### src/hw/rtl/wcmix_div.sv
// Pipelined restoring divider, one quotient bit per stage, several lanes.
// Depends on nothing but its parameters; used twice by the top level.
module wcmix_div #(
	parameter int LANES = 4,
	parameter int DW = 8,
	parameter int QW = 17,
	parameter int SBW = 1
) (
	input  logic                  clk,
	input  logic                  arst_n,
	input  logic                  en,
	input  logic                  in_vld,
	input  logic [DW+QW-1:0]      num [LANES],
	input  logic [DW-1:0]         den [LANES],
	input  logic [SBW-1:0]        sb_in,
	output logic                  out_vld,
	output logic [QW-1:0]         quo [LANES],
	output logic [SBW-1:0]        sb_out
);

	logic [DW-1:0] rem_s [QW][LANES];
	logic [QW-1:0] low_s [QW][LANES];
	logic [QW-1:0] quo_s [QW][LANES];
	logic [DW-1:0] den_s [QW][LANES];
	logic [SBW-1:0] sb_s [QW];
	logic vld_s [QW];

	logic [DW-1:0] rem_nxt [QW][LANES];
	logic [QW-1:0] low_nxt [QW][LANES];
	logic [QW-1:0] quo_nxt [QW][LANES];
	logic [DW-1:0] den_nxt [QW][LANES];

	// one shift-compare-subtract per stage
	always_comb begin
		logic [DW-1:0] r;
		logic [QW-1:0] lo;
		logic [QW-1:0] q;
		logic [DW-1:0] d;
		logic [DW:0] t;
		logic ge;
		for (int g = 0; g < QW; g++) begin
			for (int l = 0; l < LANES; l++) begin
				if (g == 0) begin
					r = num[l][DW+QW-1:QW];
					lo = num[l][QW-1:0];
					q = '0;
					d = den[l];
				end else begin
					r = rem_s[(g == 0) ? 0 : g-1][l];
					lo = low_s[(g == 0) ? 0 : g-1][l];
					q = quo_s[(g == 0) ? 0 : g-1][l];
					d = den_s[(g == 0) ? 0 : g-1][l];
				end
				t = {r, lo[QW-1]};
				ge = (t >= {1'b0, d});
				rem_nxt[g][l] = ge ? DW'(t - {1'b0, d}) : t[DW-1:0];
				low_nxt[g][l] = {lo[QW-2:0], 1'b0};
				quo_nxt[g][l] = {q[QW-2:0], ge};
				den_nxt[g][l] = d;
			end
		end
	end

	always_ff @(posedge clk) begin
		if (en) begin
			rem_s <= rem_nxt;
			low_s <= low_nxt;
			quo_s <= quo_nxt;
			den_s <= den_nxt;
			for (int g = 0; g < QW; g++) begin
				sb_s[g] <= (g == 0) ? sb_in : sb_s[(g == 0) ? 0 : g-1];
			end
		end
	end

	always_ff @(posedge clk or negedge arst_n) begin
		if (!arst_n) begin
			for (int g = 0; g < QW; g++) vld_s[g] <= 1'b0;
		end else if (en) begin
			for (int g = 0; g < QW; g++) begin
				vld_s[g] <= (g == 0) ? in_vld : vld_s[(g == 0) ? 0 : g-1];
			end
		end
	end

	assign out_vld = vld_s[QW-1];
	assign quo = quo_s[QW-1];
	assign sb_out = sb_s[QW-1];

endmodule

### config.mk
export PLATFORM = sky130hd
export DESIGN_NAME = wcmix_div
export DESIGN_NICKNAME = d
export VERILOG_FILES = /design/src/hw/rtl/wcmix_div.sv
export SDC_FILE = /design/constraint.sdc
export NUM_CORES = 2
export LEC_CHECK = 0
export ABC_AREA = 1
export BUFFER_PORTS_ARGS = -buffer_cell sky130_fd_sc_hd__buf_2
export CAP_MARGIN = 20
export CORE_ASPECT_RATIO = 1.4
export CORE_MARGIN = 8
export CORE_UTILIZATION = 55
export DETAILED_ROUTE_END_ITERATION = 10
export PLACE_DENSITY = 0.71
export SYNTH_ARGS = -nofsm -noshare
export SYNTH_HDL_FRONTEND = slang
export SYNTH_SLANG_ARGS = --single-unit
export TNS_END_PERCENT = 20
### constraint.sdc
create_clock -name clk -period 1.95 [get_ports clk]
set_input_delay 0.0975 -clock clk [delete_from_list [all_inputs] [get_ports clk]]
set_output_delay 0.0975 -clock clk [all_outputs]
set_load 0.005 [all_outputs]
==> reports/summary.md <==
The clock passes through at most 4 buffers. The detailed router finished its first iteration with 3254 violations. After synthesis the cells add up to 105000 µm². TritonCTS built the clock tree. The number of antenna violations at the first check in global routing came out at 4.

The routed length per instance was 15.7 µm. The number of nets in the synthesized netlist is 10152. The placer's final routability congestion estimate is 0.922, and the placeable core region is 189000 µm². The slowest stage of the critical path belongs to the cell sky130_fd_sc_hd__dlygate4sd3_1. The maximum fanout count along the critical path is 8. For the pin with the worst max-slew slack, the measured transition is 763 ps.

The floorplan has 189 rows. The tools report the maximum clock frequency as 481 MHz. The tree is rooted in a sky130_fd_sc_hd__clkbuf_16. The kind of critical path is input port to register. The tools report the instance area at placement as 110000 µm². The number of cells on the worst hold path was 2; the clock tree skew after final layout was 44.1 ps. The tools report the worst flop-to-flop path endpoint as rem_s[495]. Once detail routing completed, the nets flagged for antenna violations numbered 0. For the static leakage, the log shows 54.1 nW. Setup violations remaining at the end of the flow were counted as 8. For this design the top-level I/O count stands at 207. Before antenna repair, the detailed router went through 8 iterations. Sequential cells burn 41.0% of the power. Input and output buffers added on the ports amount to 206. The final routed DRC violation total was 0; the via count normalized by instance count was 5.13. Global routing used 19.0% of the available tracks. Yosys printed 0 warnings. After synthesis the netlist holds a flip-flop and latch count of 2214. The overall routed net length was 204 mm.

The flow ran to the end, but the final reports show violations. Setup repair after global routing could not meet its margin everywhere. The number of non-filler instances in the completed layout is 12982, and the clock sink count is 2214. The synthesized design spends more area on one cell type than any other, namely sky130_fd_sc_hd__edfxtp_1.

The setup check on the worst reg-to-reg path leaves a slack of 10 ps. The mean cell area of the mapped netlist came out at 11.1 µm². Kind of path behind the tightest hold check: input port to register. Entering global routing, the biggest net connects 100 pins. In the layout the commonest cells are sky130_fd_sc_hd__nand2_1 (2543), sky130_fd_sc_hd__edfxtp_1 (2197), sky130_fd_sc_hd__inv_1 (1477). For this run the aggregate overflow at the end of global routing stands at 0.

The clock slew at the register clock pins of the worst setup and hold paths was 70 ps. Across the run, the number of max-cap violations was 0. The tools report the combinational power share as 34.6%. Via count of the first global-routing pass: 66973.

In this run the biggest area consumer among cell types represents 63.0% of the synthesized area. Net switching is 34.2% of the power. Once layout is complete, the utilization of the core stands at 64.7%. The biggest cell delay along the critical path is 570 ps. Counting the buffers created by CTS gives 214. The post-route worst setup slack came out at -128 ps. The starting density of the core came out at 55.3%. The tools report the kind of end point of the critical path as a register.

The startpoint identified for the worst hold timing path is en. Once placement completed, the tool counted placed cells totaling 12230. IR analysis of the VDD net gives a maximum drop of 0.786 mV. Relative to the synthesized area, the layout overhead comes to 17.1%. For the max-slew violation count, the log shows 0. The clock latency on the worst-skew pair is 850 ps.

Beginning of the worst register-to-register path: den_nxt[494]. STA classifies the critical path startpoint as an input port. Summed over all failing endpoints, the final setup total negative slack is -564 ps. The first global-routing pass estimated 323 mm of wire.

The die covers 205000 µm². The logs give 14022 for the fill cell instance count of the final layout and 24.4% for the part of the power in the clock network. Leaving out fill and tap cells, the most frequent cell in the layout is sky130_fd_sc_hd__nand2_1. Worst-case headroom to the max-slew limit: 49.0%.

The checks that failed: negative setup slack. The width of the chip came out at 385 µm. The HPWL reported at the end of detailed placement is 143 mm. The post-route fraction of the period consumed by the critical path is 107%. Counting distinct cell types in the post-synthesis netlist gives 36. The final standard cell area without fillers is 123000 µm², and the height of the die is 532 µm. The net count of the finished layout was 11073. After technology mapping, the gate count stands at 9407. The count of cells along the worst register-to-register path came out at 10. The switching power was 57.3 mW. The final-report hold violation count is 0. In this design, the critical path's most frequently occurring cell is sky130_fd_sc_hd__nand2_1. Timing startpoint of the critical path: den[30]. Data on the critical path is required at its endpoint by 2660 ps. Sorting the synthesized cells by area gives the leading types as sky130_fd_sc_hd__edfxtp_1 (63%), sky130_fd_sc_hd__nand2_1 (9.3%), sky130_fd_sc_hd__ha_1 (6.5%), sky130_fd_sc_hd__inv_1 (5.3%), sky130_fd_sc_hd__nand3_1 (4.5%). The run gives 110 mW as the cell-internal power. The ratio of total power to cell area is 1370 nW/µm², and the clock period minus final worst setup slack is 2080 ps. The clock tree synthesis step divided the H-tree into 4 levels. After synthesis, flip-flops and latches occupy 63.4% of the total area. At the worst endpoint, the arrival time is 2790 ps. The signal on the critical path passes through dlygate4sd3_1 > buf_2 > inv_1 > ha_2 > nand2_1 > nand2_1 > nand2_1 > nand2_1 > a21oi_4 > buf_4 > nand3_1 > dlygate4sd3_1 > nand2_1. The detailed router placed 66601 vias in this run. In the final layout, the share of cells above drive strength 1 is 14.9%. The worst hold path terminates at rem_s[469].
==> routing by layer <==
layer / vias up / GRT usage [%] / part of all wire (%)
li1: 33226 / - / -
met1: 31294 / 20.2 / 37
met2: 1464 / 36.9 / 55
met3: 617 / 2.75 / 3.8
met4: 0 / 8.04 / 4.4
met5: - / 0 / 0
==> cell families (layout without fill, tap and decap cells) <==
group	after synthesis	after routing	share of synthesized area [%]
other	0	1	0
and+or+nand+nor	4531	4557	19.8
buffers and inverters	1590	2654	6.02
muxes	1	1	0.0107
AOI/OAI and AO/OA	271	272	1.48
xor gates and xnor gates	192	192	1.61
adders and majority gates	608	608	7.72
DFF	2214	2214	63.4
==> state kept, by name, indices dropped and copies added, names as in the netlist, 16 cells and up <==
| name | flops |
|---|---|
| quo_nxt | 544 |
| quo | 68 |
| sb_s | 17 |
| low_nxt | 480 |
| vld_s | 16 |
| den_nxt | 512 |
| rem_s | 512 |
| low_s | 64 |
==> how the worst max path moves through the flow <==
stage | slack (ps) | to | cells past startpoint
3_5_place_dp | -230 | rem_s[341] | 10
3_3_place_gp | -260 | rem_s[341] | 10
6_report | -130 | rem_s[542] | 13
5_1_grt | -100 | rem_s[541] | 13
4_1_cts | 0.5 | rem_s[219] | 7
2_1_floorplan | 210 | rem_s[207] | 8
==> critical path, delay by kind of cell <==
kind            cells  cell delay [ps]
compound gates      1              280
buf+inv             5             1550
simple gates        6              540
fa+ha+maj           1              310
==> final cells by class <==
| cell class | count | area (µm²) | share of cell area (%) |
|---|---|---|---|
| clock inverter | 132 | 1320 | 1.08 |
| inverter | 1524 | 5720 | 4.66 |
| clock buffer | 254 | 5610 | 4.58 |
| timing repair buffer | 744 | 6260 | 5.10 |
| sequential | 2214 | 66400 | 54.1 |
| antenna | 1 | 2.50 | 0.00204 |
| tap | 2483 | 3110 | 2.53 |
| multi-input combinational | 5630 | 34200 | 27.9 |
==> per-stage QoR <==
| stage | power [mW] | worst slack (ps) | hold WS (ps) |
|---|---|---|---|
| after CTS | 165 | 0.512 | 181 |
| final | 168 | -128 | 273 |
| after floorplan | 109 | 212 | -198 |
| after detailed placement | 123 | -230 | 43.8 |
| after global routing | 179 | -95.7 | 215 |
| after global placement | 122 | -260 | 27.5 |
==> power groups by stage <==
| stage | Combinational [mW] | Sequential, mW | Clock, mW |
|---|---|---|---|
| 4_1_cts | 55.0 | 68.3 | 42.1 |
| 3_5_place_dp | 54.0 | 69.2 | 0 |
| 3_3_place_gp | 52.7 | 69.0 | 0 |
| 6_report | 58.0 | 68.8 | 40.9 |
| 2_1_floorplan | 42.0 | 67.2 | 0 |
| 5_1_grt | 65.6 | 69.5 | 43.8 |
==> timing repair <==
item | 4_1_cts | 5_1_grt
pin swaps | 2 | 43
resized for setup | 23 | 308
hold buffers | 267 | 0
setup buffers | 11 | 60
setup endpoints to repair | 38 | 475
gates cloned | 1 | 26
hold endpoints to repair | 865 | 0
==> cell usage after synthesis <==
library cell                  n
sky130_fd_sc_hd__buf_6       37
sky130_fd_sc_hd__a21oi_4      6
sky130_fd_sc_hd__inv_1     1489
sky130_fd_sc_hd__nand3b_4     8
sky130_fd_sc_hd__or2_0       16
sky130_fd_sc_hd__nor3b_1      1
sky130_fd_sc_hd__mux2_2       1
sky130_fd_sc_hd__clkbuf_1     4
sky130_fd_sc_hd__nor2_2      39
sky130_fd_sc_hd__nor2_1     341
sky130_fd_sc_hd__buf_4       11
sky130_fd_sc_hd__ha_1       544
sky130_fd_sc_hd__nand3b_1    26
sky130_fd_sc_hd__xnor2_1     82
sky130_fd_sc_hd__inv_2       11
sky130_fd_sc_hd__nand3_2      1
sky130_fd_sc_hd__a21oi_1    218
sky130_fd_sc_hd__xor2_1     110
sky130_fd_sc_hd__nand2_2    213
sky130_fd_sc_hd__o21ai_0     12
sky130_fd_sc_hd__nand2_8     16
sky130_fd_sc_hd__nor3_1      69
sky130_fd_sc_hd__and2_4      16
sky130_fd_sc_hd__buf_2       14
sky130_fd_sc_hd__nand2_1   2596
sky130_fd_sc_hd__or2_4        8
sky130_fd_sc_hd__a21oi_2     35
sky130_fd_sc_hd__edfxtp_1  2197
sky130_fd_sc_hd__clkinv_1    24
sky130_fd_sc_hd__nor2_4      21
sky130_fd_sc_hd__nand4_1    119
sky130_fd_sc_hd__nand3_1    939
sky130_fd_sc_hd__dfrtp_1     17
sky130_fd_sc_hd__nand2_4     91
sky130_fd_sc_hd__fa_1        64
sky130_fd_sc_hd__or2_1       11
Note: power is estimated with default switching activity, not from simulation.
