$ cat config.mk
export PLATFORM = sky130hd
export DESIGN_NAME = wcmix_back
export DESIGN_NICKNAME = d
export VERILOG_FILES = /design/src/hw/rtl/wcmix_pkg.sv /design/src/hw/rtl/wcmix_back.sv
export SDC_FILE = /design/constraint.sdc
export NUM_CORES = 2
export LEC_CHECK = 0
export BUFFER_PORTS_ARGS = -buffer_cell sky130_fd_sc_hd__buf_2
export CORE_MARGIN = 5
export CORE_UTILIZATION = 65
export CTS_CLUSTER_DIAMETER = 120
export CTS_CLUSTER_SIZE = 14
export DETAILED_ROUTE_END_ITERATION = 7
export GPL_ROUTABILITY_DRIVEN = 0
export PLACE_DENSITY = 0.93
export SYNTH_ARGS = -nofsm -noshare
export SYNTH_HDL_FRONTEND = slang
export SYNTH_SLANG_ARGS = --single-unit
$ cat constraint.sdc
create_clock -name clk -period 3.6 [get_ports clk]
set_input_delay 0.72 -clock clk [delete_from_list [all_inputs] [get_ports clk]]
set_output_delay 0.72 -clock clk [all_outputs]
set_load 0.005 [all_outputs]
$ cat src/hw/rtl/wcmix_pkg.sv
// Shared constants and register codes for the weighted CMYK color mix core.
// No dependencies; every other file but wcmix_div takes names from here by scope.
package wcmix_pkg;

	localparam int FRACTION_BITS_DEF = 16;
	localparam int CH_W = 8;
	localparam int WT_W = 8;
	localparam int IDX_W = 2;
	localparam int SUM_W = WT_W + 1;

	localparam logic [IDX_W-1:0] REG_WEIGHT_FIRST = 2'd0;
	localparam logic [IDX_W-1:0] REG_WEIGHT_SECOND = 2'd1;

	localparam logic [CH_W-1:0] CH_MAX = 8'd255;
	localparam logic [WT_W-1:0] WT_RESET = 8'd1;

endpackage

$ cat src/hw/rtl/wcmix_back.sv
// Back conversion CMYK to RGB: two stages, product of the white shares, then scale by 255.
// Depends on wcmix_pkg for channel width.
module wcmix_back #(
	parameter int FB = wcmix_pkg::FRACTION_BITS_DEF
) (
	input  logic                       clk,
	input  logic                       arst_n,
	input  logic                       en,
	input  logic                       in_vld,
	input  logic [FB:0]                mix [4],
	input  logic                       flag,
	output logic                       out_vld,
	output logic [wcmix_pkg::CH_W-1:0] rgb [3],
	output logic                       flag_out
);

	localparam int PW = 2 * FB + 2;
	localparam int SW = PW + wcmix_pkg::CH_W;
	localparam logic [FB:0] ONE = {1'b1, {FB{1'b0}}};

	logic [PW-1:0] prod_s1 [3];
	logic flag_s1, vld_s1;
	logic [wcmix_pkg::CH_W-1:0] rgb_s2 [3];
	logic flag_s2, vld_s2;
	logic [SW-1:0] scaled [3];

	always_comb begin
		for (int i = 0; i < 3; i++) begin
			scaled[i] = {prod_s1[i], {wcmix_pkg::CH_W{1'b0}}} - SW'(prod_s1[i]);
		end
	end

	always_ff @(posedge clk) begin
		if (en) begin
			for (int i = 0; i < 3; i++) begin
				prod_s1[i] <= PW'((ONE - mix[i]) * (ONE - mix[3]));
				rgb_s2[i] <= scaled[i][2*FB+wcmix_pkg::CH_W-1:2*FB];
			end
			flag_s1 <= flag;
			flag_s2 <= flag_s1;
		end
	end

	always_ff @(posedge clk or negedge arst_n) begin
		if (!arst_n) begin
			vld_s1 <= 1'b0;
			vld_s2 <= 1'b0;
		end else if (en) begin
			vld_s1 <= in_vld;
			vld_s2 <= vld_s1;
		end
	end

	assign out_vld = vld_s2;
	assign rgb = rgb_s2;
	assign flag_out = flag_s2;

endmodule

==> impl_results.html, run 1 <==
<table>
<tr><th>Metric</th><th>Value</th></tr>
<tr><th colspan="2">Floorplan</th></tr>
<tr><td>Standard-cell rows</td><td>93</td></tr>
<tr><td>Initial core utilization</td><td>65.4%</td></tr>
<tr><td>Vertical die dimension</td><td>roughly 260 um</td></tr>
<tr><td>Horizontal extent of the die</td><td>roughly 260 um</td></tr>
<tr><td>I/O pin count</td><td>99</td></tr>
<tr><th colspan="2">Clocking</th></tr>
<tr><td>Clock tree sinks</td><td>130</td></tr>
<tr><td>Maximum number of buffers from clock root to sink</td><td>2</td></tr>
<tr><td>Number of buffers inserted during clock tree synthesis</td><td>17</td></tr>
<tr><td>Clock Root Buffer</td><td>sky130_fd_sc_hd__clkbuf_16</td></tr>
<tr><td>Total number of H-tree levels</td><td>4</td></tr>
<tr><th colspan="2">Placement</th></tr>
<tr><td>Instance count after placement with tap cells included</td><td>slightly above 6,000</td></tr>
<tr><td>Cell area reported after detailed placement</td><td>about 50,000 sq um</td></tr>
<tr><td>Post-placement worst setup slack</td><td>-4.62 ns</td></tr>
<tr><td>Port Buffers</td><td>just under 100</td></tr>
<tr><td>Detailed-placement wirelength estimate</td><td>133 mm</td></tr>
<tr><th colspan="2">Yosys</th></tr>
<tr><td>Top cells by area in the synthesized netlist</td><td>sky130_fd_sc_hd__fa_1, sky130_fd_sc_hd__inv_1, sky130_fd_sc_hd__ha_1</td></tr>
<tr><td>Number of warning messages in the yosys log</td><td>0</td></tr>
<tr><td>Post-Synthesis Mean Instance Area</td><td>between 9 and 10 sq um</td></tr>
<tr><td>Flip-flop and latch count after synthesis</td><td>130</td></tr>
<tr><td>Top-count cell post-synth</td><td>sky130_fd_sc_hd__inv_1</td></tr>
<tr><td>Commonest cells in the synthesized netlist</td><td>sky130_fd_sc_hd__inv_1, sky130_fd_sc_hd__fa_1, sky130_fd_sc_hd__nand2_1</td></tr>
<tr><td>Synth Cell Area</td><td>~42,000 sq um</td></tr>
<tr><td>Top FF cell, synth</td><td>sky130_fd_sc_hd__edfxtp_1</td></tr>
<tr><td>Instance count of the mapped netlist</td><td>roughly 4,600</td></tr>
<tr><td>Syn Nets</td><td>between 5,000 and 6,000</td></tr>
<tr><td>Number of enable flip-flop cells after synthesis</td><td>about 130</td></tr>
<tr><td>Top-area cell type share of the netlist area</td><td>about 45%</td></tr>
<tr><td>Number of distinct library cell variants in the gate-level netlist after synthesis</td><td>80</td></tr>
<tr><td>Sequential-to-total area share from yosys stat</td><td>9.25%</td></tr>
<tr><td>Async set-or-reset flop fraction in the synthesized netlist</td><td>1.54%</td></tr>
<tr><td>Cell type with the largest total area after synthesis</td><td>sky130_fd_sc_hd__fa_1</td></tr>
<tr><th colspan="2">Outcome</th></tr>
<tr><td>Step where the flow halted</td><td>global routing</td></tr>
<tr><td>Error Message</td><td>[ERROR GRT-0116] Global routing finished with congestion. Check the congestion regions in the DRC Viewer.</td></tr>
<tr><td>Result of the run</td><td>aborted with a tool error</td></tr>
<tr><th colspan="2">GRT</th></tr>
<tr><td>Combined global-route utilization of all metal layers</td><td>82.1%</td></tr>
<tr><td>Vias in the first global route</td><td>just under 60,000</td></tr>
<tr><td>Largest net degree at the start of global routing</td><td>57</td></tr>
<tr><td>First-pass GRT wire length</td><td>about 430 mm</td></tr>
<tr><td>Total congestion overflow after global routing</td><td>796</td></tr>
</table>
[stage by stage]
step | util (%) | setup TNS (ns)
after floorplan | - | -256.27
after global placement | 78.7 | -296.19
after detailed placement | 78.7 | -326.63
after CTS | 85.0 | -268.96
[per-layer routing]
layer  global-route usage [%]  GRT overflow
met5                     58.0             4
met4                     83.7           260
met3                     76.6            58
met2                     92.1           417
met1                     78.2            57
[cells by family after synthesis]
| group | synth area share [%] |
|---|---|
| AND/OR/NAND/NOR | 13.2 |
| AO/OA/AOI/OAI | 5.02 |
| adder cells (fa/ha/maj) | 55.4 |
| XOR/XNOR | 5.12 |
| buffers and inverters | 11.9 |
| multiplexers | 0.128 |
| flip-flops | 9.25 |
[what timing repair did]
action	CTS
buffers inserted	136
gates resized for setup	508
hold buffers	1
cloned	2
setup endpoints to repair	90
pin swaps	306
hold endpoints to repair	2
==> run 2, diff against run 1 <==
--- a/config.mk
+++ b/config.mk
@@ -7,12 +7,10 @@
 export LEC_CHECK = 0
 export BUFFER_PORTS_ARGS = -buffer_cell sky130_fd_sc_hd__buf_2
 export CORE_MARGIN = 5
-export CORE_UTILIZATION = 65
-export CTS_CLUSTER_DIAMETER = 120
-export CTS_CLUSTER_SIZE = 14
+export CORE_UTILIZATION = 40
 export DETAILED_ROUTE_END_ITERATION = 7
 export GPL_ROUTABILITY_DRIVEN = 0
-export PLACE_DENSITY = 0.93
+export PLACE_DENSITY_LB_ADDON = 0.15
 export SYNTH_ARGS = -nofsm -noshare
 export SYNTH_HDL_FRONTEND = slang
 export SYNTH_SLANG_ARGS = --single-unit
==> run 2 against run 1 <==
Against the previous run: synthesized cell count unchanged; area after synthesis is the same; the flow now finishes, with violations (negative setup slack).
==> impl_results.html, run 2 <==
<table>
<tr><th>Metric</th><th>Value</th></tr>
<tr><th colspan="2">STA</th></tr>
<tr><td>FMAX</td><td>138 MHz</td></tr>
<tr><td>Setup repair after global routing missed its margin</td><td>yes</td></tr>
<tr><td>Crit path setup slack, layout</td><td>-3.66 ns</td></tr>
<tr><td>Setup skew after layout</td><td>between 0.015 and 0.02 ns</td></tr>
<tr><td>Post-route fraction of the period consumed by the critical path</td><td>202%</td></tr>
<tr><td>Rel. slew slack</td><td>between 40% and 50%</td></tr>
<tr><td>Crit path time final</td><td>between 7 and 8 ns</td></tr>
<tr><td>Measured slew at the worst slew-check pin</td><td>roughly 0.85 ns</td></tr>
<tr><td>Count of final max-slew check failures</td><td>0</td></tr>
<tr><td>Hold Fails Final Rpt</td><td>0</td></tr>
<tr><td>Final count of negative-setup-slack endpoints</td><td>90</td></tr>
<tr><th colspan="2">Placement</th></tr>
<tr><td>Port Buffers</td><td>98 (unchanged)</td></tr>
<tr><td>Detailed-placement wirelength estimate</td><td>109 mm (-18%)</td></tr>
<tr><td>Post-placement worst setup slack</td><td>-4.31 ns (+0.309 ns)</td></tr>
<tr><td>Instance count after placement with tap cells included</td><td>6,747 (+9.6%)</td></tr>
<tr><th colspan="2">Worst setup path</th></tr>
<tr><td>Crit-path max cell delay</td><td>~0.54 ns</td></tr>
<tr><td>Arrival time at the worst endpoint</td><td>about 7.5 ns</td></tr>
<tr><td>Type of destination of the critical path</td><td>flop</td></tr>
<tr><td>Maximum net fanout on the critical path</td><td>3</td></tr>
<tr><td>Crit Path Category</td><td>primary input to flop</td></tr>
<tr><td>Number of cell instances on the worst register-to-register path</td><td>9</td></tr>
<tr><td>Worst endpoint required time</td><td>3.84 ns</td></tr>
<tr><td>Library cell appearing most often on the critical path</td><td>sky130_fd_sc_hd__fa_1</td></tr>
<tr><td>Critical-path cell with the highest stage delay</td><td>sky130_fd_sc_hd__fa_1</td></tr>
<tr><td>Kind of start point of the critical path</td><td>primary input</td></tr>
<tr><th colspan="2">Floorplan</th></tr>
<tr><td>Horizontal extent of the die</td><td>334 um (+26%)</td></tr>
<tr><td>Floorplan die area</td><td>112,000 sq um</td></tr>
<tr><td>I/O pin count</td><td>99 (unchanged)</td></tr>
<tr><td>Standard-cell rows</td><td>119 (+28%)</td></tr>
<tr><td>Vertical die dimension</td><td>334 um (+26%)</td></tr>
<tr><td>Core ar.</td><td>about 100,000 sq um</td></tr>
<tr><td>Initial core utilization</td><td>40.1% (-25 points)</td></tr>
<tr><th colspan="2">Yosys</th></tr>
<tr><td>Commonest cells in the synthesized netlist</td><td>sky130_fd_sc_hd__inv_1, sky130_fd_sc_hd__fa_1, sky130_fd_sc_hd__nand2_1</td></tr>
<tr><td>Number of warning messages in the yosys log</td><td>0 (unchanged)</td></tr>
<tr><td>Top FF cell, synth</td><td>sky130_fd_sc_hd__edfxtp_1</td></tr>
<tr><td>Async set-or-reset flop fraction in the synthesized netlist</td><td>1.54% (unchanged)</td></tr>
<tr><td>Top-count cell post-synth</td><td>sky130_fd_sc_hd__inv_1</td></tr>
<tr><td>Number of enable flip-flop cells after synthesis</td><td>128 (unchanged)</td></tr>
<tr><td>Top-area cell type share of the netlist area</td><td>44.9% (unchanged)</td></tr>
<tr><td>Cell type with the largest total area after synthesis</td><td>sky130_fd_sc_hd__fa_1</td></tr>
<tr><td>Sequential-to-total area share from yosys stat</td><td>9.25% (unchanged)</td></tr>
<tr><td>Synth Cell Area</td><td>42,100 sq um (unchanged)</td></tr>
<tr><td>Flip-flop and latch count after synthesis</td><td>130 (unchanged)</td></tr>
<tr><td>Instance count of the mapped netlist</td><td>4,605 (unchanged)</td></tr>
<tr><td>Syn Nets</td><td>5,975 (unchanged)</td></tr>
<tr><td>Post-Synthesis Mean Instance Area</td><td>9.15 sq um (unchanged)</td></tr>
<tr><td>Top cells by area in the synthesized netlist</td><td>sky130_fd_sc_hd__fa_1, sky130_fd_sc_hd__inv_1, sky130_fd_sc_hd__ha_1</td></tr>
<tr><td>Number of distinct library cell variants in the gate-level netlist after synthesis</td><td>80 (unchanged)</td></tr>
<tr><th colspan="2">Routing</th></tr>
<tr><td>Number of vias after detailed routing</td><td>~34,000</td></tr>
<tr><td>Antenna Violating Nets Remaining</td><td>0</td></tr>
<tr><td>Final routed wirelength across all metal layers</td><td>129 mm</td></tr>
<tr><td>Via density per instance</td><td>about 5</td></tr>
<tr><td>Post-DR wirelength/cell</td><td>around 19 um</td></tr>
<tr><td>DRC violation count after routing</td><td>0</td></tr>
<tr><td>Length of the first detailed-routing pass in iterations</td><td>6</td></tr>
<tr><td>DRC marker count from the first detailed-route iteration</td><td>2,021</td></tr>
<tr><th colspan="2">GRT</th></tr>
<tr><td>Number of antenna violations at the first check in global routing</td><td>12</td></tr>
<tr><td>Largest net degree at the start of global routing</td><td>70</td></tr>
<tr><td>Vias in the first global route</td><td>between 30,000 and 40,000</td></tr>
<tr><td>Total congestion overflow after global routing</td><td>0</td></tr>
<tr><td>Combined global-route utilization of all metal layers</td><td>between 20% and 30%</td></tr>
<tr><td>First-pass GRT wire length</td><td>about 210 mm</td></tr>
<tr><th colspan="2">Clocking</th></tr>
<tr><td>Maximum number of buffers from clock root to sink</td><td>2 (unchanged)</td></tr>
<tr><td>Clock Root Buffer</td><td>sky130_fd_sc_hd__clkbuf_16</td></tr>
<tr><td>Insertion delay to the later sink of the worst-skew pair</td><td>around 0.5 ns</td></tr>
<tr><td>Clock tree sinks</td><td>130 (unchanged)</td></tr>
<tr><td>Number of buffers inserted during clock tree synthesis</td><td>17 (unchanged)</td></tr>
<tr><td>Total number of H-tree levels</td><td>4 (unchanged)</td></tr>
<tr><td>CTS tree</td><td>yes</td></tr>
<tr><td>Clock edge transition at the registers on the reported setup and hold paths</td><td>0.07 ns</td></tr>
<tr><th colspan="2">Outcome</th></tr>
<tr><td>Violations in the final reports</td><td>negative setup slack</td></tr>
<tr><td>Result of the run</td><td>finished with violations</td></tr>
<tr><th colspan="2">Final layout</th></tr>
<tr><td>Max reg flops</td><td>102</td></tr>
<tr><td>Most frequent cells in the layout</td><td>sky130_fd_sc_hd__inv_1, sky130_fd_sc_hd__fa_1, sky130_fd_sc_hd__buf_4</td></tr>
<tr><td>Fraction of final layout cells sized beyond drive strength 1</td><td>30.2%</td></tr>
<tr><td>Number of filler cells placed in the layout</td><td>about 9,500</td></tr>
<tr><td>Most common cell after layout, fill and taps aside</td><td>sky130_fd_sc_hd__inv_1</td></tr>
<tr><td>Register with the most flip-flops</td><td>prod_s1</td></tr>
<tr><td>Nets</td><td>a little under 7,000</td></tr>
<tr><td>Layout overhead on the synthesized area</td><td>34.5%</td></tr>
<tr><td>Number of cells in the finished layout apart from fillers</td><td>about 7,000</td></tr>
<tr><th colspan="2">Hold path</th></tr>
<tr><td>Depth of the worst hold-timing path</td><td>1</td></tr>
<tr><td>HP Class</td><td>primary input to flop</td></tr>
<tr><th colspan="2">Job</th></tr>
<tr><td>Count of maximum capacitance violations</td><td>0</td></tr>
</table>
run 2: cell counts after synthesis:
Identical to the previous run, type by type.
run 2: worst paths after layout:
kind	startpoint	end	slack, ns
max reg2reg	prod_s1[0][80]$_DFFE_PP_	rgb[3]$_DFFE_PP_	0.55
min	flag	flag_s1$_DFFE_PP_	0.40
min in group asynchronous	arst_n	vld_s1$_DFFE_PN0P_	0.54
min reg2reg	flag_s1$_DFFE_PP_	flag_out$_DFFE_PP_	0.42
max in group asynchronous	arst_n	out_vld$_DFFE_PN0P_	2.97
max	mix[38]	prod_s1[0][67]$_DFFE_PP_	-3.66
run 2: cells by family (layout without fill, tap and decap cells):
group	Yosys count	count (layout)	share of synthesized area, %
buffers and inverters	1328	2268	11.9
adder cells (fa/ha/maj)	1297	1297	55.4
AND/OR/NAND/NOR	1293	1293	13.2
AO/OA/AOI/OAI	311	311	5.02
XOR/XNOR	241	242	5.12
flip-flops	130	130	9.25
multiplexers	5	5	0.128
other	0	6	0
run 2: layer usage:
layer / vias up / track usage, % / share of wire (%)
met1: 17100 / 32.2 / 43
li1: 15600 / - / -
met5: - / 0 / 0.047
met2: 908 / 39.6 / 48
met4: 8 / 5.81 / 2.4
met3: 186 / 4.62 / 6.7
run 2: timing repair:
item	4_1_cts	5_1_grt
endpoints found under the hold margin	2	0
pin swaps	299	131
setup buffers	127	35
hold buffers	1	0
cloned	7	1
endpoints found under the setup margin	90	90
gates resized for setup	496	138
run 2: cell type report:
cell class                      instances  area (sq um)  share of cell area (%)
Clock inverter                         15           165                   0.292
Sequential cell                       130          3890                    6.87
Inverter                             1178          4440                    7.84
Tap cell                             1391          1740                    3.07
Antenna cell                            6          15.0                  0.0265
Multi-Input combinational cell       3148         36800                    65.0
Clock buffer                           17           425                   0.751
Timing Repair Buffer                 1058          9160                    16.2
run 2: per-stage QoR:
step / hold slack (ns) / setup TNS [ns] / util, % / instance area [sq um]
after floorplan: 0.400 / -256.27 / - / 43700
after global placement: 0.406 / -308.37 / 49.4 / 51800
after detailed placement: 0.409 / -311.29 / 49.4 / 51800
after CTS: 0.339 / -240.76 / 53.1 / 55700
after global routing: 0.370 / -263.94 / 53.9 / 56600
final: 0.404 / -249.67 / 54.0 / 56600
run 2: worst max-delay path: cells and delay by family:
kind | cells | cell delay, ns
AOI/OAI and AO/OA | 3 | 0.84
and+or+nand+nor | 9 | 1.49
buffers and inverters | 10 | 0.85
adders and majority gates | 7 | 3.23
xor gates and xnor gates | 2 | 0.38
Power of run 2 is left out: the tool's default activity adds up to more than one toggle a clock period on the data nets, which glitch-free logic cannot reach.
